### config.mk
export PLATFORM = sky130hd
export DESIGN_NAME = ps2_mouse_text_cursor_tracker_top
export DESIGN_NICKNAME = d
export VERILOG_FILES = /design/src/rtl/mtt_pkg.sv /design/src/rtl/mtt_cfg_regs.sv /design/src/rtl/mtt_pos_stage.sv /design/src/rtl/mtt_cell_stage.sv /design/src/rtl/mtt_out_stage.sv /design/src/rtl/ps2_mouse_text_cursor_tracker_top.sv
export SDC_FILE = /design/constraint.sdc
export NUM_CORES = 1
export LEC_CHECK = 0
export ABC_AREA = 0
export BUFFER_PORTS_ARGS = -buffer_cell sky130_fd_sc_hd__buf_2
export CORE_MARGIN = 8
export CORE_UTILIZATION = 45
export DETAILED_ROUTE_END_ITERATION = 12
export GPL_ROUTABILITY_DRIVEN = 0
export PLACE_DENSITY = 0.65
export SYNTH_ARGS = -nofsm -noshare
export SYNTH_HDL_FRONTEND = slang
export SYNTH_HIERARCHICAL = 1
export SYNTH_SLANG_ARGS = --single-unit
### constraint.sdc
create_clock -name clk -period 8.3 [get_ports clk]
set_input_delay 1.245 -clock clk [delete_from_list [all_inputs] [get_ports clk]]
set_output_delay 1.245 -clock clk [all_outputs]
set_load 0.02 [all_outputs]
### src/rtl/mtt_pkg.sv
`default_nettype none

package mtt_pkg;

	// Register map, one 32-bit word per register
	localparam int ADDR_W = 4;
	localparam int DATA_W = 32;

	typedef enum logic [1:0] {
		REG_ENABLE_MASK    = 2'd0,
		REG_CURRENT_SCREEN = 2'd1,
		REG_HAS_SUBS       = 2'd2
	} reg_idx_t;

	// Consoles that exist; current_screen at or above this disables tracking
	localparam logic [3:0] NUM_SCREENS = 4'd8;

	// Status byte layout
	localparam int STAT_OVF_X  = 6;
	localparam int STAT_OVF_Y  = 7;
	localparam int STAT_SIGN_X = 4;
	localparam int STAT_SIGN_Y = 5;

	localparam logic signed [1:0] WHEEL_UP   = 2'sb01;
	localparam logic signed [1:0] WHEEL_DOWN = 2'sb11;
	localparam logic signed [1:0] WHEEL_NONE = 2'sb00;

	typedef struct packed {
		logic [7:0] enable_mask;
		logic [2:0] current_screen;
		logic       has_subscribers;
	} cfg_t;

	// Per-packet decode result carried down the pipe
	typedef struct packed {
		logic        dropped;
		logic        update;
		logic        event_valid;
		logic [2:0]  buttons;
		logic [1:0]  wheel;
		logic [2:0]  console;
	} flags_t;

endpackage

`default_nettype wire

### src/rtl/mtt_cfg_regs.sv
`default_nettype none

module mtt_cfg_regs (
	input  wire logic                        clk,
	input  wire logic                        arst_n,
	input  wire logic                        psel,
	input  wire logic                        penable,
	input  wire logic                        pwrite,
	input  wire logic [mtt_pkg::ADDR_W-1:0]  paddr,
	input  wire logic [mtt_pkg::DATA_W-1:0]  pwdata,
	output logic      [mtt_pkg::DATA_W-1:0]  prdata,
	output logic                             pready,
	output mtt_pkg::cfg_t                    cfg
);

	mtt_pkg::cfg_t cfg_q;
	logic          wr_en;

	assign pready = 1'b1;
	assign wr_en  = psel && penable && pwrite;
	assign cfg    = cfg_q;

	always_ff @(posedge clk or negedge arst_n) begin
		if (!arst_n) begin
			cfg_q <= '0;
		end else if (wr_en) begin
			case (paddr[3:2])
				mtt_pkg::REG_ENABLE_MASK: begin
					cfg_q.enable_mask <= pwdata[7:0];
				end
				mtt_pkg::REG_CURRENT_SCREEN: begin
					cfg_q.current_screen <= pwdata[2:0];
				end
				mtt_pkg::REG_HAS_SUBS: begin
					cfg_q.has_subscribers <= pwdata[0];
				end
				default: begin
					cfg_q <= cfg_q;
				end
			endcase
		end
	end

	always_comb begin
		case (paddr[3:2])
			mtt_pkg::REG_ENABLE_MASK:    prdata = {24'd0, cfg_q.enable_mask};
			mtt_pkg::REG_CURRENT_SCREEN: prdata = {29'd0, cfg_q.current_screen};
			mtt_pkg::REG_HAS_SUBS:       prdata = {31'd0, cfg_q.has_subscribers};
			default:                     prdata = '0;
		endcase
	end

endmodule

`default_nettype wire

### src/rtl/mtt_pos_stage.sv
`default_nettype none

module mtt_pos_stage #(
	parameter int MAX_X = 639,
	parameter int MAX_Y = 199,
	parameter int PW    = 10
) (
	input  wire logic           clk,
	input  wire logic           arst_n,
	input  wire mtt_pkg::cfg_t  cfg,
	input  wire logic           pkt_valid,
	output logic                pkt_ready,
	input  wire logic [7:0]     status_byte,
	input  wire logic [7:0]     delta_x_byte,
	input  wire logic [7:0]     delta_y_byte,
	input  wire logic [7:0]     wheel_byte,
	input  wire logic           s1_ready,
	output logic                valid_s1,
	output mtt_pkg::flags_t     flags_s1,
	output logic [PW-1:0]       px_s1,
	output logic [PW-1:0]       py_s1
);

	localparam int SW = ((PW > 10) ? PW : 10) + 2;
	localparam logic signed [SW-1:0] MAXX_S = SW'(MAX_X);
	localparam logic signed [SW-1:0] MAXY_S = SW'(MAX_Y);

	logic [PW-1:0]         pix_x_q;
	logic [PW-1:0]         pix_y_q;
	logic                  accept;
	logic                  enabled;
	logic                  overflow;
	logic                  update;
	logic signed [SW-1:0]  dx_ext;
	logic signed [SW-1:0]  dy_ext;
	logic signed [SW-1:0]  sum_x;
	logic signed [SW-1:0]  sum_y;
	logic [PW-1:0]         nx;
	logic [PW-1:0]         ny;
	logic [2:0]            buttons;
	logic [1:0]            wheel;
	mtt_pkg::flags_t       flags_d;

	assign pkt_ready = !valid_s1 || s1_ready;
	assign accept    = pkt_valid && pkt_ready;

	assign enabled  = ({1'b0, cfg.current_screen} < mtt_pkg::NUM_SCREENS)
	                  && cfg.enable_mask[cfg.current_screen];
	assign overflow = status_byte[mtt_pkg::STAT_OVF_X] || status_byte[mtt_pkg::STAT_OVF_Y];
	assign update   = enabled && !overflow;

	always_comb begin
		dx_ext = {{(SW-8){status_byte[mtt_pkg::STAT_SIGN_X]}}, delta_x_byte};
		dy_ext = {{(SW-8){status_byte[mtt_pkg::STAT_SIGN_Y]}}, delta_y_byte};
		// Y is upward positive on the wire, downward on screen
		sum_x  = $signed({{(SW-PW){1'b0}}, pix_x_q}) + dx_ext;
		sum_y  = $signed({{(SW-PW){1'b0}}, pix_y_q}) - dy_ext;

		if (sum_x < 0) begin
			nx = '0;
		end else if (sum_x >= MAXX_S) begin
			nx = PW'(MAX_X);
		end else begin
			nx = sum_x[PW-1:0];
		end

		if (sum_y < 0) begin
			ny = '0;
		end else if (sum_y >= MAXY_S) begin
			ny = PW'(MAX_Y);
		end else begin
			ny = sum_y[PW-1:0];
		end
	end

	always_comb begin
		buttons = status_byte[2:0];
		if (wheel_byte[3:0] == 4'd0) begin
			wheel = mtt_pkg::WHEEL_NONE;
		end else if (wheel_byte[3]) begin
			wheel = mtt_pkg::WHEEL_DOWN;
		end else begin
			wheel = mtt_pkg::WHEEL_UP;
		end

		flags_d             = '0;
		flags_d.console     = cfg.current_screen;
		flags_d.dropped     = enabled && overflow;
		flags_d.update      = update;
		if (update) begin
			flags_d.buttons     = buttons;
			flags_d.wheel       = wheel;
			flags_d.event_valid = ((buttons != 3'd0) || (wheel != mtt_pkg::WHEEL_NONE))
			                      && cfg.has_subscribers;
		end
	end

	always_ff @(posedge clk or negedge arst_n) begin
		if (!arst_n) begin
			valid_s1 <= 1'b0;
			pix_x_q  <= PW'(MAX_X);
			pix_y_q  <= PW'(MAX_Y);
		end else begin
			if (pkt_ready) begin
				valid_s1 <= pkt_valid;
			end
			if (accept && update) begin
				pix_x_q <= nx;
				pix_y_q <= ny;
			end
		end
	end

	always_ff @(posedge clk) begin
		if (accept) begin
			flags_s1 <= flags_d;
			px_s1    <= nx;
			py_s1    <= ny;
		end
	end

	a_pix_x_range: assert property (@(posedge clk) disable iff (!arst_n)
		pix_x_q <= PW'(MAX_X))
		else $error("pixel X beyond its clamp limit");

	a_pix_y_range: assert property (@(posedge clk) disable iff (!arst_n)
		pix_y_q <= PW'(MAX_Y))
		else $error("pixel Y beyond its clamp limit");

endmodule

`default_nettype wire

### src/rtl/mtt_cell_stage.sv
`default_nettype none

module mtt_cell_stage #(
	parameter int PIXELS_PER_CELL = 8,
	parameter int MAX_X           = 639,
	parameter int PW              = 10,
	parameter int CW              = 7,
	parameter int RW              = 5
) (
	input  wire logic        clk,
	input  wire logic        arst_n,
	input  wire logic        valid_s1,
	output logic             s1_ready,
	input  wire mtt_pkg::flags_t flags_s1,
	input  wire logic [PW-1:0] px_s1,
	input  wire logic [PW-1:0] py_s1,
	input  wire logic        s2_ready,
	output logic             valid_s2,
	output mtt_pkg::flags_t  flags_s2,
	output logic [CW-1:0]    col_s2,
	output logic [RW-1:0]    row_s2
);

	// Divide by reciprocal: exact for any pixel below 2**PW and divisor up to 64
	localparam int SH     = PW + 7;
	localparam longint RECIP = ((longint'(1) << SH) + PIXELS_PER_CELL - 1) / PIXELS_PER_CELL;
	localparam int MW     = $clog2(RECIP + 1);
	localparam int PRW    = PW + MW;
	localparam logic [MW-1:0] RECIP_C = MW'(RECIP);
	localparam logic [CW-1:0] COL_LIM = CW'(MAX_X / PIXELS_PER_CELL);

	logic [PRW-1:0] prod_x;
	logic [PRW-1:0] prod_y;
	logic [PW-1:0]  qx;
	logic [PW-1:0]  qy;
	logic           take;

	assign s1_ready = !valid_s2 || s2_ready;
	assign take     = valid_s1 && s1_ready;

	assign prod_x = PRW'(px_s1) * PRW'(RECIP_C);
	assign prod_y = PRW'(py_s1) * PRW'(RECIP_C);
	assign qx     = PW'(prod_x >> SH);
	assign qy     = PW'(prod_y >> SH);

	always_ff @(posedge clk or negedge arst_n) begin
		if (!arst_n) begin
			valid_s2 <= 1'b0;
		end else if (s1_ready) begin
			valid_s2 <= valid_s1;
		end
	end

	always_ff @(posedge clk) begin
		if (take) begin
			flags_s2 <= flags_s1;
			col_s2   <= CW'(qx);
			row_s2   <= RW'(qy);
		end
	end

	a_col_range: assert property (@(posedge clk) disable iff (!arst_n)
		valid_s2 && flags_s2.update |-> col_s2 <= COL_LIM)
		else $error("text column beyond the last pixel cell");

endmodule

`default_nettype wire

### src/rtl/mtt_out_stage.sv
`default_nettype none

module mtt_out_stage #(
	parameter int COLS = 80,
	parameter int ROWS = 25,
	parameter int CW   = 7,
	parameter int RW   = 5
) (
	input  wire logic              clk,
	input  wire logic              arst_n,
	input  wire logic              valid_s2,
	output logic                   s2_ready,
	input  wire mtt_pkg::flags_t   flags_s2,
	input  wire logic [CW-1:0]     col_s2,
	input  wire logic [RW-1:0]     row_s2,
	output logic                   res_valid,
	input  wire logic              res_ready,
	output logic                   packet_dropped,
	output logic                   event_valid,
	output logic [2:0]             button_bits,
	output logic signed [1:0]      wheel_step,
	output logic [6:0]             cell_column,
	output logic [4:0]             cell_line,
	output logic [2:0]             console_index,
	output logic                   cursor_moved,
	output logic [12:0]            old_cell_offset,
	output logic [12:0]            new_cell_offset
);

	localparam logic [11:0] COLS_C  = 12'(COLS);
	localparam logic [12:0] OFF_RST = 13'((((COLS + COLS * ROWS) % 4096) * 2));

	logic [CW-1:0] shown_col_q;
	logic [RW-1:0] shown_row_q;
	logic [12:0]   shown_off_q;
	logic          take;
	logic [11:0]   lin;
	logic [12:0]   new_off;
	logic          moved;

	assign s2_ready = !res_valid || res_ready;
	assign take     = valid_s2 && s2_ready;

	// Byte offset of a cell, two bytes per cell, wrapped to 13 bits
	assign lin     = 12'(col_s2) + COLS_C * 12'(row_s2);
	assign new_off = {lin, 1'b0};
	assign moved   = (col_s2 != shown_col_q) || (row_s2 != shown_row_q);

	always_ff @(posedge clk or negedge arst_n) begin
		if (!arst_n) begin
			res_valid   <= 1'b0;
			shown_col_q <= CW'(COLS);
			shown_row_q <= RW'(ROWS);
			shown_off_q <= OFF_RST;
		end else begin
			if (s2_ready) begin
				res_valid <= valid_s2;
			end
			if (take && flags_s2.update) begin
				shown_col_q <= col_s2;
				shown_row_q <= row_s2;
				shown_off_q <= new_off;
			end
		end
	end

	always_ff @(posedge clk) begin
		if (take) begin
			packet_dropped  <= flags_s2.dropped;
			event_valid     <= flags_s2.event_valid;
			button_bits     <= flags_s2.buttons;
			wheel_step      <= flags_s2.wheel;
			console_index   <= flags_s2.console;
			old_cell_offset <= shown_off_q;
			if (flags_s2.update) begin
				cell_column     <= 7'(col_s2);
				cell_line       <= 5'(row_s2);
				cursor_moved    <= moved;
				new_cell_offset <= new_off;
			end else begin
				cell_column     <= 7'(shown_col_q);
				cell_line       <= 5'(shown_row_q);
				cursor_moved    <= 1'b0;
				new_cell_offset <= shown_off_q;
			end
		end
	end

	a_drop_quiet: assert property (@(posedge clk) disable iff (!arst_n)
		res_valid && packet_dropped |-> !cursor_moved && !event_valid)
		else $error("dropped packet reported a move or an event");

	a_still_same_off: assert property (@(posedge clk) disable iff (!arst_n)
		res_valid && !cursor_moved |-> old_cell_offset == new_cell_offset)
		else $error("cursor did not move but offsets differ");

endmodule

`default_nettype wire

### src/rtl/ps2_mouse_text_cursor_tracker_top.sv
`default_nettype none

// PS/2 mouse cursor tracker for a text console. Each transfer on the packet
// channel carries one mouse packet (status, X delta, Y delta, wheel byte) and
// produces exactly one result transfer: overflow drop flag, button/wheel
// event, the text cell under the cursor and the byte offsets of the cell shown
// before and after the packet. A packet is acted on only when the enable bit
// of the console now shown is set; otherwise the result repeats the cell shown.
// A packet can be taken every clock cycle while results are taken; a result
// passes the clamp, cell divide and offset/output registers in turn and
// stays until taken, while the pipe keeps filling behind it.
// Configuration goes through the APB port at byte addresses 0 (enable mask),
// 4 (current screen) and 8 (subscriber flag); write it only when no packet is
// in flight.

module ps2_mouse_text_cursor_tracker_top #(
	parameter int COLS            = 80,
	parameter int ROWS            = 25,
	parameter int PIXELS_PER_CELL = 8,
	parameter int MAX_X           = 639,
	parameter int MAX_Y           = 199
) (
	input  wire logic                        clk,
	input  wire logic                        arst_n,
	// APB configuration
	input  wire logic                        psel,
	input  wire logic                        penable,
	input  wire logic                        pwrite,
	input  wire logic [mtt_pkg::ADDR_W-1:0]  paddr,
	input  wire logic [mtt_pkg::DATA_W-1:0]  pwdata,
	output logic      [mtt_pkg::DATA_W-1:0]  prdata,
	output logic                             pready,
	// packet channel
	input  wire logic                        pkt_valid,
	output logic                             pkt_ready,
	input  wire logic [7:0]                  status_byte,
	input  wire logic [7:0]                  delta_x_byte,
	input  wire logic [7:0]                  delta_y_byte,
	input  wire logic [7:0]                  wheel_byte,
	// result channel
	output logic                             res_valid,
	input  wire logic                        res_ready,
	output logic                             packet_dropped,
	output logic                             event_valid,
	output logic [2:0]                       button_bits,
	output logic signed [1:0]                wheel_step,
	output logic [6:0]                       cell_column,
	output logic [4:0]                       cell_line,
	output logic [2:0]                       console_index,
	output logic                             cursor_moved,
	output logic [12:0]                      old_cell_offset,
	output logic [12:0]                      new_cell_offset
);

	// Pixel width covers the larger clamp limit
	localparam int PW      = $clog2(((MAX_X > MAX_Y) ? MAX_X : MAX_Y) + 1);
	// Cell widths cover both the last reachable cell and the off-screen reset cell
	localparam int COL_TOP = (COLS > MAX_X / PIXELS_PER_CELL) ? COLS : MAX_X / PIXELS_PER_CELL;
	localparam int ROW_TOP = (ROWS > MAX_Y / PIXELS_PER_CELL) ? ROWS : MAX_Y / PIXELS_PER_CELL;
	localparam int CW      = $clog2(COL_TOP + 1);
	localparam int RW      = $clog2(ROW_TOP + 1);

	mtt_pkg::cfg_t   cfg;
	logic            valid_s1;
	logic            s1_ready;
	mtt_pkg::flags_t flags_s1;
	logic [PW-1:0]   px_s1;
	logic [PW-1:0]   py_s1;
	logic            valid_s2;
	logic            s2_ready;
	mtt_pkg::flags_t flags_s2;
	logic [CW-1:0]   col_s2;
	logic [RW-1:0]   row_s2;

	// Register file; its outputs are sampled when a packet is taken
	mtt_cfg_regs u_cfg (
		.clk     (clk),
		.arst_n  (arst_n),
		.psel    (psel),
		.penable (penable),
		.pwrite  (pwrite),
		.paddr   (paddr),
		.pwdata  (pwdata),
		.prdata  (prdata),
		.pready  (pready),
		.cfg     (cfg)
	);

	// Stage 1: decode the packet, advance and clamp the pixel position.
	// The position register closes its loop inside this stage, so a packet
	// can follow in the very next cycle.
	mtt_pos_stage #(
		.MAX_X (MAX_X),
		.MAX_Y (MAX_Y),
		.PW    (PW)
	) u_pos (
		.clk          (clk),
		.arst_n       (arst_n),
		.cfg          (cfg),
		.pkt_valid    (pkt_valid),
		.pkt_ready    (pkt_ready),
		.status_byte  (status_byte),
		.delta_x_byte (delta_x_byte),
		.delta_y_byte (delta_y_byte),
		.wheel_byte   (wheel_byte),
		.s1_ready     (s1_ready),
		.valid_s1     (valid_s1),
		.flags_s1     (flags_s1),
		.px_s1        (px_s1),
		.py_s1        (py_s1)
	);

	// Stage 2: pixel to text cell, one reciprocal multiply per axis
	mtt_cell_stage #(
		.PIXELS_PER_CELL (PIXELS_PER_CELL),
		.MAX_X           (MAX_X),
		.PW              (PW),
		.CW              (CW),
		.RW              (RW)
	) u_cell (
		.clk      (clk),
		.arst_n   (arst_n),
		.valid_s1 (valid_s1),
		.s1_ready (s1_ready),
		.flags_s1 (flags_s1),
		.px_s1    (px_s1),
		.py_s1    (py_s1),
		.s2_ready (s2_ready),
		.valid_s2 (valid_s2),
		.flags_s2 (flags_s2),
		.col_s2   (col_s2),
		.row_s2   (row_s2)
	);

	// Stage 3: compare with the shown cell, form offsets, hold the result
	// in the output register until the result transfer completes
	mtt_out_stage #(
		.COLS (COLS),
		.ROWS (ROWS),
		.CW   (CW),
		.RW   (RW)
	) u_out (
		.clk             (clk),
		.arst_n          (arst_n),
		.valid_s2        (valid_s2),
		.s2_ready        (s2_ready),
		.flags_s2        (flags_s2),
		.col_s2          (col_s2),
		.row_s2          (row_s2),
		.res_valid       (res_valid),
		.res_ready       (res_ready),
		.packet_dropped  (packet_dropped),
		.event_valid     (event_valid),
		.button_bits     (button_bits),
		.wheel_step      (wheel_step),
		.cell_column     (cell_column),
		.cell_line       (cell_line),
		.console_index   (console_index),
		.cursor_moved    (cursor_moved),
		.old_cell_offset (old_cell_offset),
		.new_cell_offset (new_cell_offset)
	);

endmodule

`default_nettype wire

==> impl_metrics.ini <==
[outcome]
outcome = complete, no violations

[clock_network]
cts.clk_slew.worst_paths_ns = 0.06
post_cts_resize_count = 0
clock_tree.htree_level_count = 4
cts_sinks = 144
post_cts_buffers = 0
cts-hold-fix-buffers = 0
clock_latency_reported_for_the_late_side_of_the_worst_skew_pair_ns = 0.42
cts_tree = built
cts_max_path_buffers = 2
cts-root-buf = clkbuf_16
cts-buffers-inserted = 17

[timing]
finalCritPeriodShare_pct = 43.92
grt_setup_unrepaired = no
max_freq_mhz = 274.3
final_hold_viol_count = 0
worst-slew-pin-transition_ns = 1.048
slew_violations = 0
finalSetupViolations = 0
max-slew-margin-rel_pct = 29.93
setup-tns-final_ns = 0
period_needed_ns = 3.645
clock_skew_ns = 0.006988

[min_path]
worst_min_path_class = flip-flop to flip-flop
whs_path_depth = 0
hold-path-endpoint = u_cell/flags_s2[2]$_DFFE_PP_
hold_path.startpoint = u_pos/flags_s1[2]$_DFFE_PP_

[detailed_routing]
drt_pass1_iterations = 4
vias = 4440
postRouteAntennaNets = 0
routed_wirelength_normalized_by_instance_count_um = 15.24
drc_marker_count_from_the_first_detailed_route_iteration = 228
vias_per_cell = 4.933
remaining_drc_errors = 0
drt-total-wl_um = 13720

[setup_path]
critPathSlowestCell = a211oi_4
cp.required_ns = 8.43
crit_path_end_kind = flip-flop
setup.worst_path.start_class = primary input
critPathMaxFanout = 11
critical_path.reg2reg.startpoint = u_pos/pix_x_q[0]$_DFFE_PN1P_
cp_slowest_stage_delay_ns = 0.44
worstRegToRegCells = 11
crit_path_cell_trace = buf_2, ha_1, and3_1, a22oi_2, a21boi_1, o41ai_4, nor2b_1, o211a_1, a211oi_4, nand2_1
data_arrival_time_at_the_worst_slack_endpoint_ns = 3.78
critical_path_class = primary input to flip-flop
reg2reg_to = u_pos/px_s1[6]$_DFFE_PP_
rrSetupSlack_ns = 5.06

[global_routing]
pin_count_of_the_biggest_net_entering_global_routing = 56
groute.layer.met2.usage_pct = 23.39
use_met3_pct = 3.816
busiest_layer = met2
total_overflow_reported_by_the_global_router = 0
groute.usage.overall_pct = 13.87
grt_antenna_before_repair = 1
vias_in_the_first_global_route = 4505
grt_first_pass_wirelength_um = 22410
grt.met1_usage_pct = 16.55

[placed_design]
port-buffer-count = 100
detailed_place_hpwl_um = 10270

[power_and_ir_drop]
cellLeakagePower_nw = 3.564
power.density_cell_area_mw_per_mm2 = 336.4
irDropWorstVdd_mv = 0.1528
p_total_mw = 2.829

[finish]
final_nets = 781
area.sequential_mm2 = 0.004074
layout.core_utilization_pct = 52.95
final.fill_count = 1385
multi_input_area_mm2 = 0.002949
layout-drive-gt1-share_pct = 32.16
n_antenna_cell = 0
layout-area-overhead-vs-synth_pct = 15.00

[logic_synthesis]
syn-cell-area_mm2 = 0.007313
yosysWarnings = 6
cell_count_after_synthesis = 570
post_synth.cell_area_avg_um2 = 12.83

[die]
die-width_um = 143.5
io_pins = 159
floorplan.die_area_mm2 = 0.02059
core_area_mm2 = 0.01589
fp-row-count = 46
die_height_um = 143.5
initial_utilization_pct = 46.04

[flow_run]
max_cap_viols = 0
cell usage in the layout (no fill, tap or decap), drive strengths merged, types with 5 or more instances in the layout:
cell type,instances
buf,102
edfxtp,89
mux2,48
nor2,46
dfrtp,35
ha,31
conb,27
nand2,24
a21oi,21
dfstp,20
inv,20
clkbuf,20
and2,18
xor2,17
nor3,16
o21ai,14
xnor2,12
nand2b,12
a31oi,11
nor2b,9
a21o,8
clkinv,8
mux2i,6
nand3,6
nor4,5
a311oi,5
power by group:
part	leakage, nW	switching [mW]	internal [mW]	total [mW]
clock network	0.256	0.273	0.407	0.680
logic	1.80	0.564	0.422	0.986
registers	1.51	0.120	1.04	1.16
sequential cells by signal, indices dropped and copies added (netlist names), 5 cells and up:
name	cells
u_out/shown_off_q	8
u_pos/pix_y_q	10
u_out/cell_column	7
u_cfg/cfg	12
u_pos/flags_s1	11
u_out/new_cell_offset	8
u_cell/col_s2	7
u_out/shown_col_q	7
u_out/cell_line	5
u_pos/px_s1	7
u_out/old_cell_offset	12
u_cell/row_s2	5
u_cell/flags_s2	11
u_pos/pix_x_q	10
u_pos/py_s1	5
u_out/shown_row_q	5
layer usage:
| layer | up-vias | routed length [um] |
|---|---|---|
| li1 | 2222 | - |
| met1 | 2102 | 5702 |
| met2 | 99 | 7041 |
| met3 | 15 | 807 |
| met4 | 2 | 155 |
| met5 | - | 8 |
critical path, delay by kind of cell:
kind,cells,cell delay (ns)
adders and majority gates,1,0.34
buffers and inverters,1,0.10
and+or+nand+nor,3,0.51
AOI/OAI and AO/OA,5,1.56
how the worst max path moves through the flow:
stage / from / end / slack, ns / cells after the start
floorplan: delta_x_byte[2] / u_pos/px_s1[6]$_DFFE_PP_ / 4.74 / 10
global placement: delta_x_byte[0] / u_pos/px_s1[6]$_DFFE_PP_ / 4.29 / 12
detailed placement: delta_x_byte[2] / u_pos/px_s1[6]$_DFFE_PP_ / 4.22 / 10
CTS: delta_x_byte[2] / u_pos/px_s1[6]$_DFFE_PP_ / 4.66 / 10
global route: delta_x_byte[0] / u_pos/px_s1[6]$_DFFE_PP_ / 4.44 / 12
finish: delta_x_byte[2] / u_pos/px_s1[6]$_DFFE_PP_ / 4.65 / 10
area by class of cell:
type / instances / share of cell area (%)
multi-input combinational: 387 / 35.06
timing repair buffer: 102 / 6.129
sequential: 144 / 48.44
clock inverter: 12 / 1.116
tap: 216 / 3.213
clock buffer: 20 / 5.192
inverter: 19 / 0.8480
metrics by stage:
step | std cells | instance area (um^2) | hold WS, ns | setup slack (ns)
CTS | 900 | 8411 | 0.4177 | 4.656
global placement | 868 | 7880 | 0.4013 | 4.292
floorplan | 594 | 7403 | 0.4003 | 4.740
detailed placement | 868 | 7880 | 0.4045 | 4.218
global route | 900 | 8411 | 0.4198 | 4.443
finish | 900 | 8411 | 0.4163 | 4.655
Power figures use the tool's default switching activity.
